`config.mk`:
```
export PLATFORM = sky130hd
export DESIGN_NAME = color_token_parser_unit
export DESIGN_NICKNAME = d
export VERILOG_FILES = /design/src/sv/ctp_pkg.sv /design/src/sv/ctp_char_step.sv /design/src/sv/color_token_parser_unit.sv
export SDC_FILE = /design/constraint.sdc
export NUM_CORES = 1
export LEC_CHECK = 0
export BUFFER_PORTS_ARGS = -buffer_cell sky130_fd_sc_hd__buf_4
export CORE_MARGIN = 2
export CORE_UTILIZATION = 60
export CTS_CLUSTER_DIAMETER = 100
export CTS_CLUSTER_SIZE = 10
export DETAILED_ROUTE_END_ITERATION = 7
export MAX_ROUTING_LAYER = met4
export PLACE_DENSITY = 0.85
export SLEW_MARGIN = 15
export SYNTH_ARGS = -nofsm -noshare
export SYNTH_HDL_FRONTEND = slang
export SYNTH_HIERARCHICAL = 1
export SYNTH_SLANG_ARGS = --single-unit
```
`constraint.sdc`:
```
create_clock -name clk -period 4 [get_ports clk]
set_input_delay 0.2 -clock clk [delete_from_list [all_inputs] [get_ports clk]]
set_output_delay 0.2 -clock clk [all_outputs]
set_load 0.02 [all_outputs]
```
`src/sv/ctp_pkg.sv`:
```
`default_nettype none

package ctp_pkg;

  localparam int NAME_COUNT = 9;
  localparam int NAME_CHARS = 8;
  localparam int COLOR_W = 24;
  localparam int HEX_DIGITS = 6;

  typedef struct packed {
    logic [7:0] ch;
    logic       last;
  } char_item_t;

  typedef struct packed {
    logic               ok;
    logic [COLOR_W-1:0] color;
  } res_item_t;

  typedef struct packed {
    logic [2:0]            position;
    logic [NAME_COUNT-1:0] name_mask;
    logic [COLOR_W-1:0]    hex_value;
    logic [2:0]            digit_count;
    logic                  first_was_zero;
    logic                  bad_token;
  } ctp_state_t;

  localparam ctp_state_t STATE_RESET = '{
    position:       3'd0,
    name_mask:      {NAME_COUNT{1'b1}},
    hex_value:      '0,
    digit_count:    3'd0,
    first_was_zero: 1'b0,
    bad_token:      1'b0
  };

  // BLACK WHITE RED GREEN BLUE YELLOW CYAN MAGENTA GRAY, zero padded
  localparam logic [7:0] NAME_TEXT [NAME_COUNT][NAME_CHARS] = '{
    '{"B", "L", "A", "C", "K", 8'h00, 8'h00, 8'h00},
    '{"W", "H", "I", "T", "E", 8'h00, 8'h00, 8'h00},
    '{"R", "E", "D", 8'h00, 8'h00, 8'h00, 8'h00, 8'h00},
    '{"G", "R", "E", "E", "N", 8'h00, 8'h00, 8'h00},
    '{"B", "L", "U", "E", 8'h00, 8'h00, 8'h00, 8'h00},
    '{"Y", "E", "L", "L", "O", "W", 8'h00, 8'h00},
    '{"C", "Y", "A", "N", 8'h00, 8'h00, 8'h00, 8'h00},
    '{"M", "A", "G", "E", "N", "T", "A", 8'h00},
    '{"G", "R", "A", "Y", 8'h00, 8'h00, 8'h00, 8'h00}
  };

  localparam logic [3:0] NAME_LEN [NAME_COUNT] = '{
    4'd5, 4'd5, 4'd3, 4'd5, 4'd4, 4'd6, 4'd4, 4'd7, 4'd4
  };

  localparam logic [COLOR_W-1:0] NAME_COLOR [NAME_COUNT] = '{
    24'h000000, 24'hFFFFFF, 24'hFF0000, 24'h00FF00, 24'h0000FF,
    24'hFFFF00, 24'h00FFFF, 24'hFF00FF, 24'h808080
  };

endpackage

`default_nettype wire

```
`src/sv/ctp_char_step.sv`:
```
`default_nettype none

module ctp_char_step
  import ctp_pkg::*;
(
  input  var ctp_state_t state,
  input  var char_item_t item,
  output var ctp_state_t state_next,
  output var res_item_t  result
);

  function automatic logic [4:0] hex_digit(input logic [7:0] c);
    logic [4:0] r;
    r = 5'd16;
    if (c inside {["0":"9"]}) begin
      r = {1'b0, 4'(c - 8'h30)};
    end else if (c inside {["a":"f"]}) begin
      r = {1'b0, 4'(c - 8'h57)};
    end else if (c inside {["A":"F"]}) begin
      r = {1'b0, 4'(c - 8'h37)};
    end
    return r;
  endfunction

  logic [4:0] digit;
  logic [3:0] pos_plus;

  assign digit = hex_digit(item.ch);
  assign pos_plus = {1'b0, state.position} + 4'd1;

  always_comb begin
    state_next = state;
    for (int i = 0; i < NAME_COUNT; i++) begin
      state_next.name_mask[i] = state.name_mask[i] &&
                                ({1'b0, state.position} < NAME_LEN[i]) &&
                                (NAME_TEXT[i][state.position] == item.ch);
    end

    if (state.position == 3'd1 && state.first_was_zero &&
        (item.ch == "x" || item.ch == "X")) begin
      state_next.hex_value = '0;
      state_next.digit_count = 3'd0;
    end else if (!digit[4]) begin
      if (state.digit_count >= 3'(HEX_DIGITS)) begin
        state_next.bad_token = 1'b1;
      end else begin
        state_next.hex_value = {state.hex_value[COLOR_W-5:0], digit[3:0]};
        state_next.digit_count = state.digit_count + 3'd1;
      end
    end else begin
      state_next.bad_token = 1'b1;
    end

    if (state.position == 3'd0 && item.ch == "0") begin
      state_next.first_was_zero = 1'b1;
    end

    if (state.position != 3'd7) begin
      state_next.position = state.position + 3'd1;
    end
  end

  always_comb begin
    result.ok = 1'b0;
    result.color = '0;
    for (int i = 0; i < NAME_COUNT; i++) begin
      if (state_next.name_mask[i] && NAME_LEN[i] == pos_plus) begin
        result.ok = 1'b1;
        result.color = NAME_COLOR[i];
      end
    end
    if (!result.ok && !state_next.bad_token &&
        state_next.digit_count == 3'(HEX_DIGITS)) begin
      result.ok = 1'b1;
      result.color = state_next.hex_value;
    end
  end

endmodule

`default_nettype wire

```
`src/sv/color_token_parser_unit.sv`:
```
`default_nettype none

// Color token parser: takes one token character per transfer on the char
// channel and, on the character flagged last, delivers one result on the res
// channel: ok plus a 24-bit RGB value for an exact color name (BLACK, WHITE,
// RED, GREEN, BLUE, YELLOW, CYAN, MAGENTA, GRAY) or exactly six hex digits
// with an optional 0x/0X prefix; color is zero when ok is low. Characters are
// taken one per cycle while char_stall is low; a character passes an input
// register and then the match and shift logic, and a last character's result
// is loaded into the output register when that register is free, and is
// taken from there when res_stall is low. Parser state returns to reset after
// every token. Only a stalled result held in the output register slows the
// char channel, and only when the next last character reaches it.

module color_token_parser_unit
  import ctp_pkg::*;
(
  input  var logic       clk,
  input  var logic       rst,
  input  var logic       char_valid,
  output var logic       char_stall,
  input  var char_item_t char_item,
  output var logic       res_valid,
  input  var logic       res_stall,
  output var res_item_t  res_item
);

  logic       in_full;
  char_item_t in_q;
  ctp_state_t state;
  ctp_state_t state_next;
  res_item_t  result;
  logic       res_free;
  logic       fire;

  assign res_free = !res_valid || !res_stall;
  assign fire = in_full && (!in_q.last || res_free);
  assign char_stall = in_full && !fire;

  ctp_char_step u_step (
    .state      (state),
    .item       (in_q),
    .state_next (state_next),
    .result     (result)
  );

  always_ff @(posedge clk) begin
    if (rst) begin
      in_full <= 1'b0;
    end else if (!char_stall) begin
      in_full <= char_valid;
    end
  end

  always_ff @(posedge clk) begin
    if (char_valid && !char_stall) begin
      in_q <= char_item;
    end
  end

  always_ff @(posedge clk) begin
    if (rst) begin
      state <= STATE_RESET;
    end else if (fire) begin
      state <= in_q.last ? STATE_RESET : state_next;
    end
  end

  always_ff @(posedge clk) begin
    if (rst) begin
      res_valid <= 1'b0;
    end else if (res_free) begin
      res_valid <= fire && in_q.last;
    end
  end

  always_ff @(posedge clk) begin
    if (res_free && fire && in_q.last) begin
      res_item <= result;
    end
  end

endmodule

`default_nettype wire

```
==> results of run 1 <==
==> kinds of logic (layout without fill, tap and decap cells) <==
kind of cell,after synthesis,after routing,synth area share [%]
and+or+nand+nor,140,140,17.4
buffers and inverters,59,93,7.53
xor gates and xnor gates,26,26,4.58
muxes,24,24,4.83
DFF,77,77,37.9
AOI/OAI and AO/OA,131,131,23.8
adders and majority gates,16,16,4.03
==> cell usage in the layout (no fill, tap or decap), types with 10 or more instances in the layout <==
master	instances
sky130_fd_sc_hd__buf_4	53
sky130_fd_sc_hd__edfxtp_1	34
sky130_fd_sc_hd__xor2_1	11
sky130_fd_sc_hd__a22o_2	28
sky130_fd_sc_hd__a21oi_1	13
sky130_fd_sc_hd__ha_1	16
sky130_fd_sc_hd__nand2_1	21
sky130_fd_sc_hd__o22a_1	11
sky130_fd_sc_hd__mux2i_1	24
sky130_fd_sc_hd__xnor2_1	15
sky130_fd_sc_hd__o21ai_0	10
sky130_fd_sc_hd__nor2_1	38
sky130_fd_sc_hd__dfxtp_1	43
sky130_fd_sc_hd__o31ai_2	17
sky130_fd_sc_hd__inv_1	15
sky130_fd_sc_hd__nor3_1	10
==> area by class of cell <==
cell class,instances,share of cell area (%)
inverter,18,1.23
multi-input combinational,337,49.7
timing repair buffer,59,8.52
clock buffer,9,2.26
sequential,77,34.3
tap,105,2.39
clock inverter,7,1.59
==> metal layers <==
metal | vias up | part of all wire, % | wire length [um]
met5 | - | 0 | 0
met1 | 1932 | 46 | 5450
met2 | 152 | 47 | 5600
met4 | 0 | 1.7 | 207
li1 | 1835 | - | -
met3 | 15 | 5.6 | 670
==> flip-flops by register name, summed over array words and instances, names as in the netlist <==
| signal | flops |
|---|---|
| in_full | 1 |
| in_q | 9 |
| res_item | 25 |
| res_valid | 1 |
| state | 41 |
==> power by group <==
group	total, W	leakage [nW]	switching [W]	internal, W
sequential	0.000862	0.669	0.0000246	0.000837
combinational	0.000186	1.43	0.000109	0.0000769
clock	0.000644	0.102	0.000340	0.000304
total	0.00169	2.20	0.000474	0.00122
==> worst register-to-register path, cell delays in order (launching register included) <==
cell and delay (ps):
sky130_fd_sc_hd__dfxtp_1 450, sky130_fd_sc_hd__inv_1 250, sky130_fd_sc_hd__ha_1 650, sky130_fd_sc_hd__inv_1 200, sky130_fd_sc_hd__or4b_1 650, sky130_fd_sc_hd__or3_1 390
sky130_fd_sc_hd__o211ai_1 110, sky130_fd_sc_hd__a21oi_1 120, sky130_fd_sc_hd__o21ai_2 380, sky130_fd_sc_hd__o31ai_2 150
==> how the worst max path moves through the flow <==
stage | from | end | slack [ps] | cells after the start
6_report | state[39] | res_item[18] | 390 | 9
3_3_place_gp | state[39] | res_item[19] | 570 | 11
5_1_grt | state[39] | res_item[19] | 240 | 9
4_1_cts | state[39] | res_item[19] | 480 | 11
2_1_floorplan | state[38] | res_item[7] | 920 | 12
3_5_place_dp | state[39] | res_item[16] | 500 | 9
==> stage by stage <==
| stage | instances | cell area [um^2] |
|---|---|---|
| finish | 612 | 5490 |
| global placement | 591 | 5230 |
| CTS | 607 | 5440 |
| global route | 612 | 5490 |
| detailed placement | 591 | 5230 |
| floorplan | 473 | 4970 |
==> what timing repair did <==
item / in CTS / in global routing
hold buffers: 0 / 5
buffers inserted: 0 / 0
hold endpoints to repair: 0 / 5
==> results.md, run 1 <==
* Run status: finished, final reports clean
* Relative slew slack at 50.1%
* Detailed Route WL at 11.9 mm
* Half-perimeter wire length of the detailed placement result at 8.13 mm
* Top cells by area, synth: sky130_fd_sc_hd__edfxtp_1, sky130_fd_sc_hd__dfxtp_1, sky130_fd_sc_hd__a22o_2, sky130_fd_sc_hd__mux2i_1, sky130_fd_sc_hd__o31ai_2
* Min Hold Slack at 21.4 ps
* Final Cycle Share at between 90% and 100%
* Total track usage at 28.6%
* Total nets after synthesis at 502
* Synth top cells by count: sky130_fd_sc_hd__dfxtp_1, sky130_fd_sc_hd__nor2_1, sky130_fd_sc_hd__edfxtp_1
* Clock insertion delay at the later pin of the skew report at 360 ps
* Setup repair after global routing missed its margin: no
* Arrival time at the worst endpoint at around 3700 ps
* Clock-pin slew reported for the worst setup and hold paths after clock tree synthesis at 90 ps
* Place WS at 495 ps
* Die area at around 0.009 mm^2
* CTS root buffer: sky130_fd_sc_hd__clkbuf_8
* Final hold violations at 0
* Max rail drop VDD at around 0.00024 V
* Cell count of the worst hold path at 1
* Count of TritonRoute iterations in the first routing pass at 5
* F_max at 0.277 GHz
* Hold wc startpoint: char_item[8]
* Antenna diode instance count at 0
* Worst setup EP type: flop
* H-tree levels at 3
* Weighted congestion reported at the end of routability-driven placement at 0.939
* Die Span Y at between 90 and 100 um
* Met3 layer usage reported by global route at 4.51%
* Violation count after the first detailed-route iteration at 339
* Largest driver fanout on the critical path at 18
* FF-to-FF End: res_item[18]
* Setup WS post-layout at between 300 and 400 ps
* Most common cell in the synthesized netlist: sky130_fd_sc_hd__dfxtp_1
* CP Cell Sequence: inv_1 -> ha_1 -> inv_1 -> or4b_1 -> or3_1 -> o211ai_1 -> a21oi_1 -> o21ai_2 -> o31ai_2
* Antenna violations before repair at 0
* Total overflow reported by the global router at 0
* Reg-to-reg critical path startpoint: state[39]
* Minimum setup slack among reg-to-reg paths at roughly 400 ps
* Fraction of layout cells with a size suffix above 1 at 27.4%
* IO Pins at 40
* Post-synthesis instance area at roughly 0.0050 mm^2
* Final-report setup violation count at 0
* Met2 usage in global routing at 42.4%
* Dominant cell type by count on the critical path: sky130_fd_sc_hd__inv_1
* TNS Setup at 0 ps
* Count of flip-flops with a built-in enable after synthesis at 34
* Wire length of the first global-routing pass at roughly 19 mm
* Vias in the first global route at about 3700
* Worst hold-check path type: primary input to flop
* Remaining number of nets flagged by the antenna check after routing at 0
* Area taken by flip-flops and latches at around 0.0019 mm^2
* Final Util at 67.5%
* Row count at 33
* Total number of nets in the final design at 531
* Leakage power at 2.20 nW
* Area used by multi-input combinational logic at 0.00273 mm^2
* Unique masters post-synth at 77
* TritonCTS Buffers at 9
* CTS tree: yes
* Mean number of vias per cell at 6.43
* Worst Setup Start Kind: flop
* # DRC at 0
* Clock period minus worst slack at 3610 ps
* GRT busiest layer: met2
* Final Max Slew Viols at 0
* Proportion of netlist area held by the largest area contributor at around 20%
* Worst Path Class, Setup: flop to flop
* Transition at the pin with the smallest max-transition slack at 748 ps
* Number of port buffers at 39
* Count of yosys warnings during synthesis at 6
* Die X at 95.0 um
* Flip-flop cell with the highest count after synthesis: sky130_fd_sc_hd__dfxtp_1
* Min-Delay Endpoint: in_q[8]
* Critical path data required time at 4090 ps
* Largest area contributor in the netlist: sky130_fd_sc_hd__edfxtp_1
* Number of resized instances in the post-cts repair step at 0
* Cell Pwr Density at 308 mW/mm^2
* Count of maximum capacitance violations at 0
* Cells after Synth at 473
* Slowest-stage cell, CP: sky130_fd_sc_hd__ha_1
* Sequential fraction of the synthesis area at 37.9%
* Wire per inst at 19.5 um
* Pin count of the biggest net entering global routing at 50
* Starting density of the core at 61.1%
* Bufs and invs on worst path at 2
* # clock sinks at just under 80
* Area growth from synthesis to layout at 10.5%
* Maximum cell stage delay along the critical path at 650 ps
* Placeable core region at between 0.008 and 0.009 mm^2
* Clock Skew at 14.7 ps
* CTS Buffer Depth at 2
* Top delay family on crit path: simple AND/OR/NAND/NOR gates
* Total power at 0.00169 W
* Reg2reg path depth at 9
* DR vias at 3934
* Total of fill cells in the finished design at around 630
* Fraction of registers with async set or reset after synthesis at 0%
* Syn avg cell area at about 11 um^2
* Met1 GRT Util at between 30% and 40%
* Flop and latch count out of synthesis at 77
No activity file was read; power rests on OpenSTA's default activity.
==> run 2: changes to the inputs <==
--- a/config.mk
+++ b/config.mk
@@ -7,12 +7,12 @@
 export LEC_CHECK = 0
 export BUFFER_PORTS_ARGS = -buffer_cell sky130_fd_sc_hd__buf_4
 export CORE_MARGIN = 2
-export CORE_UTILIZATION = 60
+export CORE_UTILIZATION = 55
 export CTS_CLUSTER_DIAMETER = 100
 export CTS_CLUSTER_SIZE = 10
 export DETAILED_ROUTE_END_ITERATION = 7
 export MAX_ROUTING_LAYER = met4
-export PLACE_DENSITY = 0.85
+export PLACE_DENSITY = 0.79
 export SLEW_MARGIN = 15
 export SYNTH_ARGS = -nofsm -noshare
 export SYNTH_HDL_FRONTEND = slang
==> constraint.sdc (replaced) <==
create_clock -name clk -period 4 [get_ports clk]
set_input_delay 0.2 -clock clk [delete_from_list [all_inputs] [get_ports clk]]
set_output_delay 0.2 -clock clk [all_outputs]
set_load 0.01 [all_outputs]
==> run 2 against run 1 <==
  * Clock-buffer cell count stayed put
  * Sequential cell count did not move
  * Hold slack worse by 5.4 ps
  * First-iteration DRC count grew 17%
  * Largest power group unchanged
==> results.md, run 2 (synthesis results as in run 1) <==
* H-tree levels at 3 (unchanged)
* Critical path data required time at 4090 ps (about the same)
* Reg-to-reg critical path startpoint: state[39]
* Power share of the clock group at 35.1% (-3.0 points)
* Total track usage at 26.6% (-2.0 points)
* IO Pins at 40 (unchanged)
* Relative slew slack at 53.6% (+3.6 points)
* # clock sinks at 77 (unchanged)
* Final hold violations at 0 (unchanged)
* Hold wc startpoint: char_item[3]
* Run status: finished, final reports clean
* Remaining number of nets flagged by the antenna check after routing at 0 (unchanged)
* # DRC at 0 (unchanged)
* Min Hold Slack at 16.0 ps (-5.42 ps)
* Registers with the highest flip-flop counts: state: 41 flops, res_item: 25 flops, in_q: 9 flops
* CTS Buffer Depth at 2 (unchanged)
* Most common cell after layout, fill and taps aside: sky130_fd_sc_hd__buf_4
* Number of buffers inserted to repair setup after CTS at 0 (unchanged)
* Die X at 99.1 um (+4.3%)
* Antenna violations before repair at 0 (unchanged)
* Total of fill cells in the finished design at 701 (+12%)
* Count of TritonRoute iterations in the first routing pass at 6 (+1)
* Arrival time at the worst endpoint at 3570 ps (-120 ps)
* Max rail drop VDD at 0.000159 V (-34%)
* Leakage power at 2.20 nW (about the same)
* Clock-pin slew reported for the worst setup and hold paths after clock tree synthesis at 90 ps (about the same)
* Max reg flops at 41 (unchanged)
* Wire length of the first global-routing pass at 20.1 mm (+4.9%)
* DR vias at 3975 (+1.0%)
* F_max at 0.287 GHz (+3.5%)
* TNS Setup at 0 ps (unchanged)
* Net switching power figure at 0.000467 W (-1.6%)
* Worst Path Class, Setup: flop to flop
* Starting density of the core at 57.0% (-4.1 points)
* Number of resized instances in the post-cts repair step at 0 (unchanged)
* Setup repair after global routing missed its margin: no
* Detailed Route WL at 12.4 mm (+3.9%)
* Die Span Y at 99.1 um (+4.3%)
* Weighted congestion reported at the end of routability-driven placement at 1.00 (+7.0%)
* Transition at the pin with the smallest max-transition slack at 694 ps (-53.8 ps)
* Largest driver fanout on the critical path at 18 (unchanged)
* Critical path launch point: state[39]
* Clock period minus worst slack at 3480 ps (-122 ps)
* Vias in the first global route at 3821 (+3.6%)
* Pin count of the biggest net entering global routing at 50 (unchanged)
* Clock Skew at 11.7 ps (-2.92 ps)
* Area growth from synthesis to layout at 10.1%
* TritonCTS Buffers at 9 (unchanged)
* Number of port buffers at 39 (unchanged)
* Worst setup EP type: flop
* Placeable core region at 0.00872 mm^2 (+7.2%)
* Final-report setup violation count at 0 (unchanged)
* Register containing the most flip-flops in the final layout: state
* CTS root buffer: sky130_fd_sc_hd__clkbuf_8
* CTS tree: yes
* Worst Setup Start Kind: flop
* Internal Power at 0.00115 W (-5.7%)
* Total overflow reported by the global router at 0 (unchanged)
* Wire per inst at 20.1 um (+3.0%)
* Die area at 0.00981 mm^2 (+8.7%)
* Sequential share of power at 53.4% (+2.5 points)
* Final Cycle Share at 87.1% (-3.0 points)
* Fraction of power spent switching nets at 28.9% (+0.87 points)
* Total number of nets in the final design at 533 (+0.38%)
* Half-perimeter wire length of the detailed placement result at 8.35 mm (+2.6%)
* Final Max Slew Viols at 0 (unchanged)
* Count of maximum capacitance violations at 0 (unchanged)
* Commonest cells after routing, fill and taps aside: sky130_fd_sc_hd__buf_4, sky130_fd_sc_hd__dfxtp_1, sky130_fd_sc_hd__nor2_1
* Row count at 34 (+3.0%)
* Clock insertion delay at the later pin of the skew report at 360 ps (about the same)
* Cell Pwr Density at 295 mW/mm^2 (-4.2%)
* Mean number of vias per cell at 6.44 (+0.22%)
* Worst hold-check path type: primary input to flop
* Part of the power in combinational logic at 11.5% (+0.5 points)
* Antenna diode instance count at 0 (unchanged)
* Fraction of layout cells with a size suffix above 1 at 27.7% (+0.29 points)
* Violation count after the first detailed-route iteration at 398 (+17%)
==> run 2: power groups by stage <==
stage | clock network (W) | logic [W] | registers, W
final | 0.000568 | 0.000186 | 0.000862
after global routing | 0.000605 | 0.000199 | 0.000865
after CTS | 0.000575 | 0.000178 | 0.000862
after detailed placement | 0 | 0.000177 | 0.000880
after global placement | 0 | 0.000176 | 0.000879
after floorplan | 0 | 0.000137 | 0.000868
==> run 2: final cells by class <==
type,count,area [um^2],share of cell area (%)
Tap cell,108,135,2.47
Sequential cell,77,1880,34.4
Multi-Input combinational cell,337,2730,49.9
Timing Repair Buffer,61,478,8.73
Clock inverter,7,55.1,1.01
Clock buffer,9,124,2.26
Inverter,18,67.6,1.23
==> run 2: final timing paths <==
check	slack, ps	cells past startpoint	to
worst max-delay path	520	9	res_item[16]
worst min-delay path	20	1	in_q[3]
worst max register to register	520	9	res_item[16]
worst min register to register	470	1	state[31]
==> run 2: critical path: stages, from the launching register on <==
cell and delay [ps]:
sky130_fd_sc_hd__dfxtp_1 420, sky130_fd_sc_hd__inv_1 230, sky130_fd_sc_hd__ha_1 630, sky130_fd_sc_hd__inv_1 150
sky130_fd_sc_hd__or4b_1 640, sky130_fd_sc_hd__or3_1 390, sky130_fd_sc_hd__o211ai_1 110, sky130_fd_sc_hd__a21oi_1 120
sky130_fd_sc_hd__o21ai_2 390, sky130_fd_sc_hd__o31ai_1 130
==> run 2: repair_timing <==
action                     4_1_cts  5_1_grt
hold buffers                     0        5
setup endpoints to repair        0        0
hold endpoints to repair         0        5
==> run 2: metal layers <==
layer | track usage (%) | vias to the layer above | share of wire [%] | wire length [um]
li1 | - | 1844 | - | -
met1 | 36.9 | 1952 | 46 | 5690
met2 | 39.2 | 161 | 46 | 5740
met3 | 6.31 | 18 | 6.5 | 803
met4 | 6.74 | 0 | 1.3 | 161
met5 | - | - | 0 | 0
==> run 2: per-stage QoR <==
stage / setup WS [ps] / utilization [%] / total power [W] / instance area (um^2) / std cells
6_report: 516 / 62.8 / 0.00162 / 5470 / 617
5_1_grt: 240 / 62.8 / 0.00167 / 5470 / 617
4_1_cts: 576 / 62.0 / 0.00162 / 5410 / 611
3_5_place_dp: 591 / 60.0 / 0.00106 / 5230 / 595
3_3_place_gp: 653 / 60.0 / 0.00106 / 5230 / 595
2_1_floorplan: 916 / - / 0.00100 / 4970 / 473
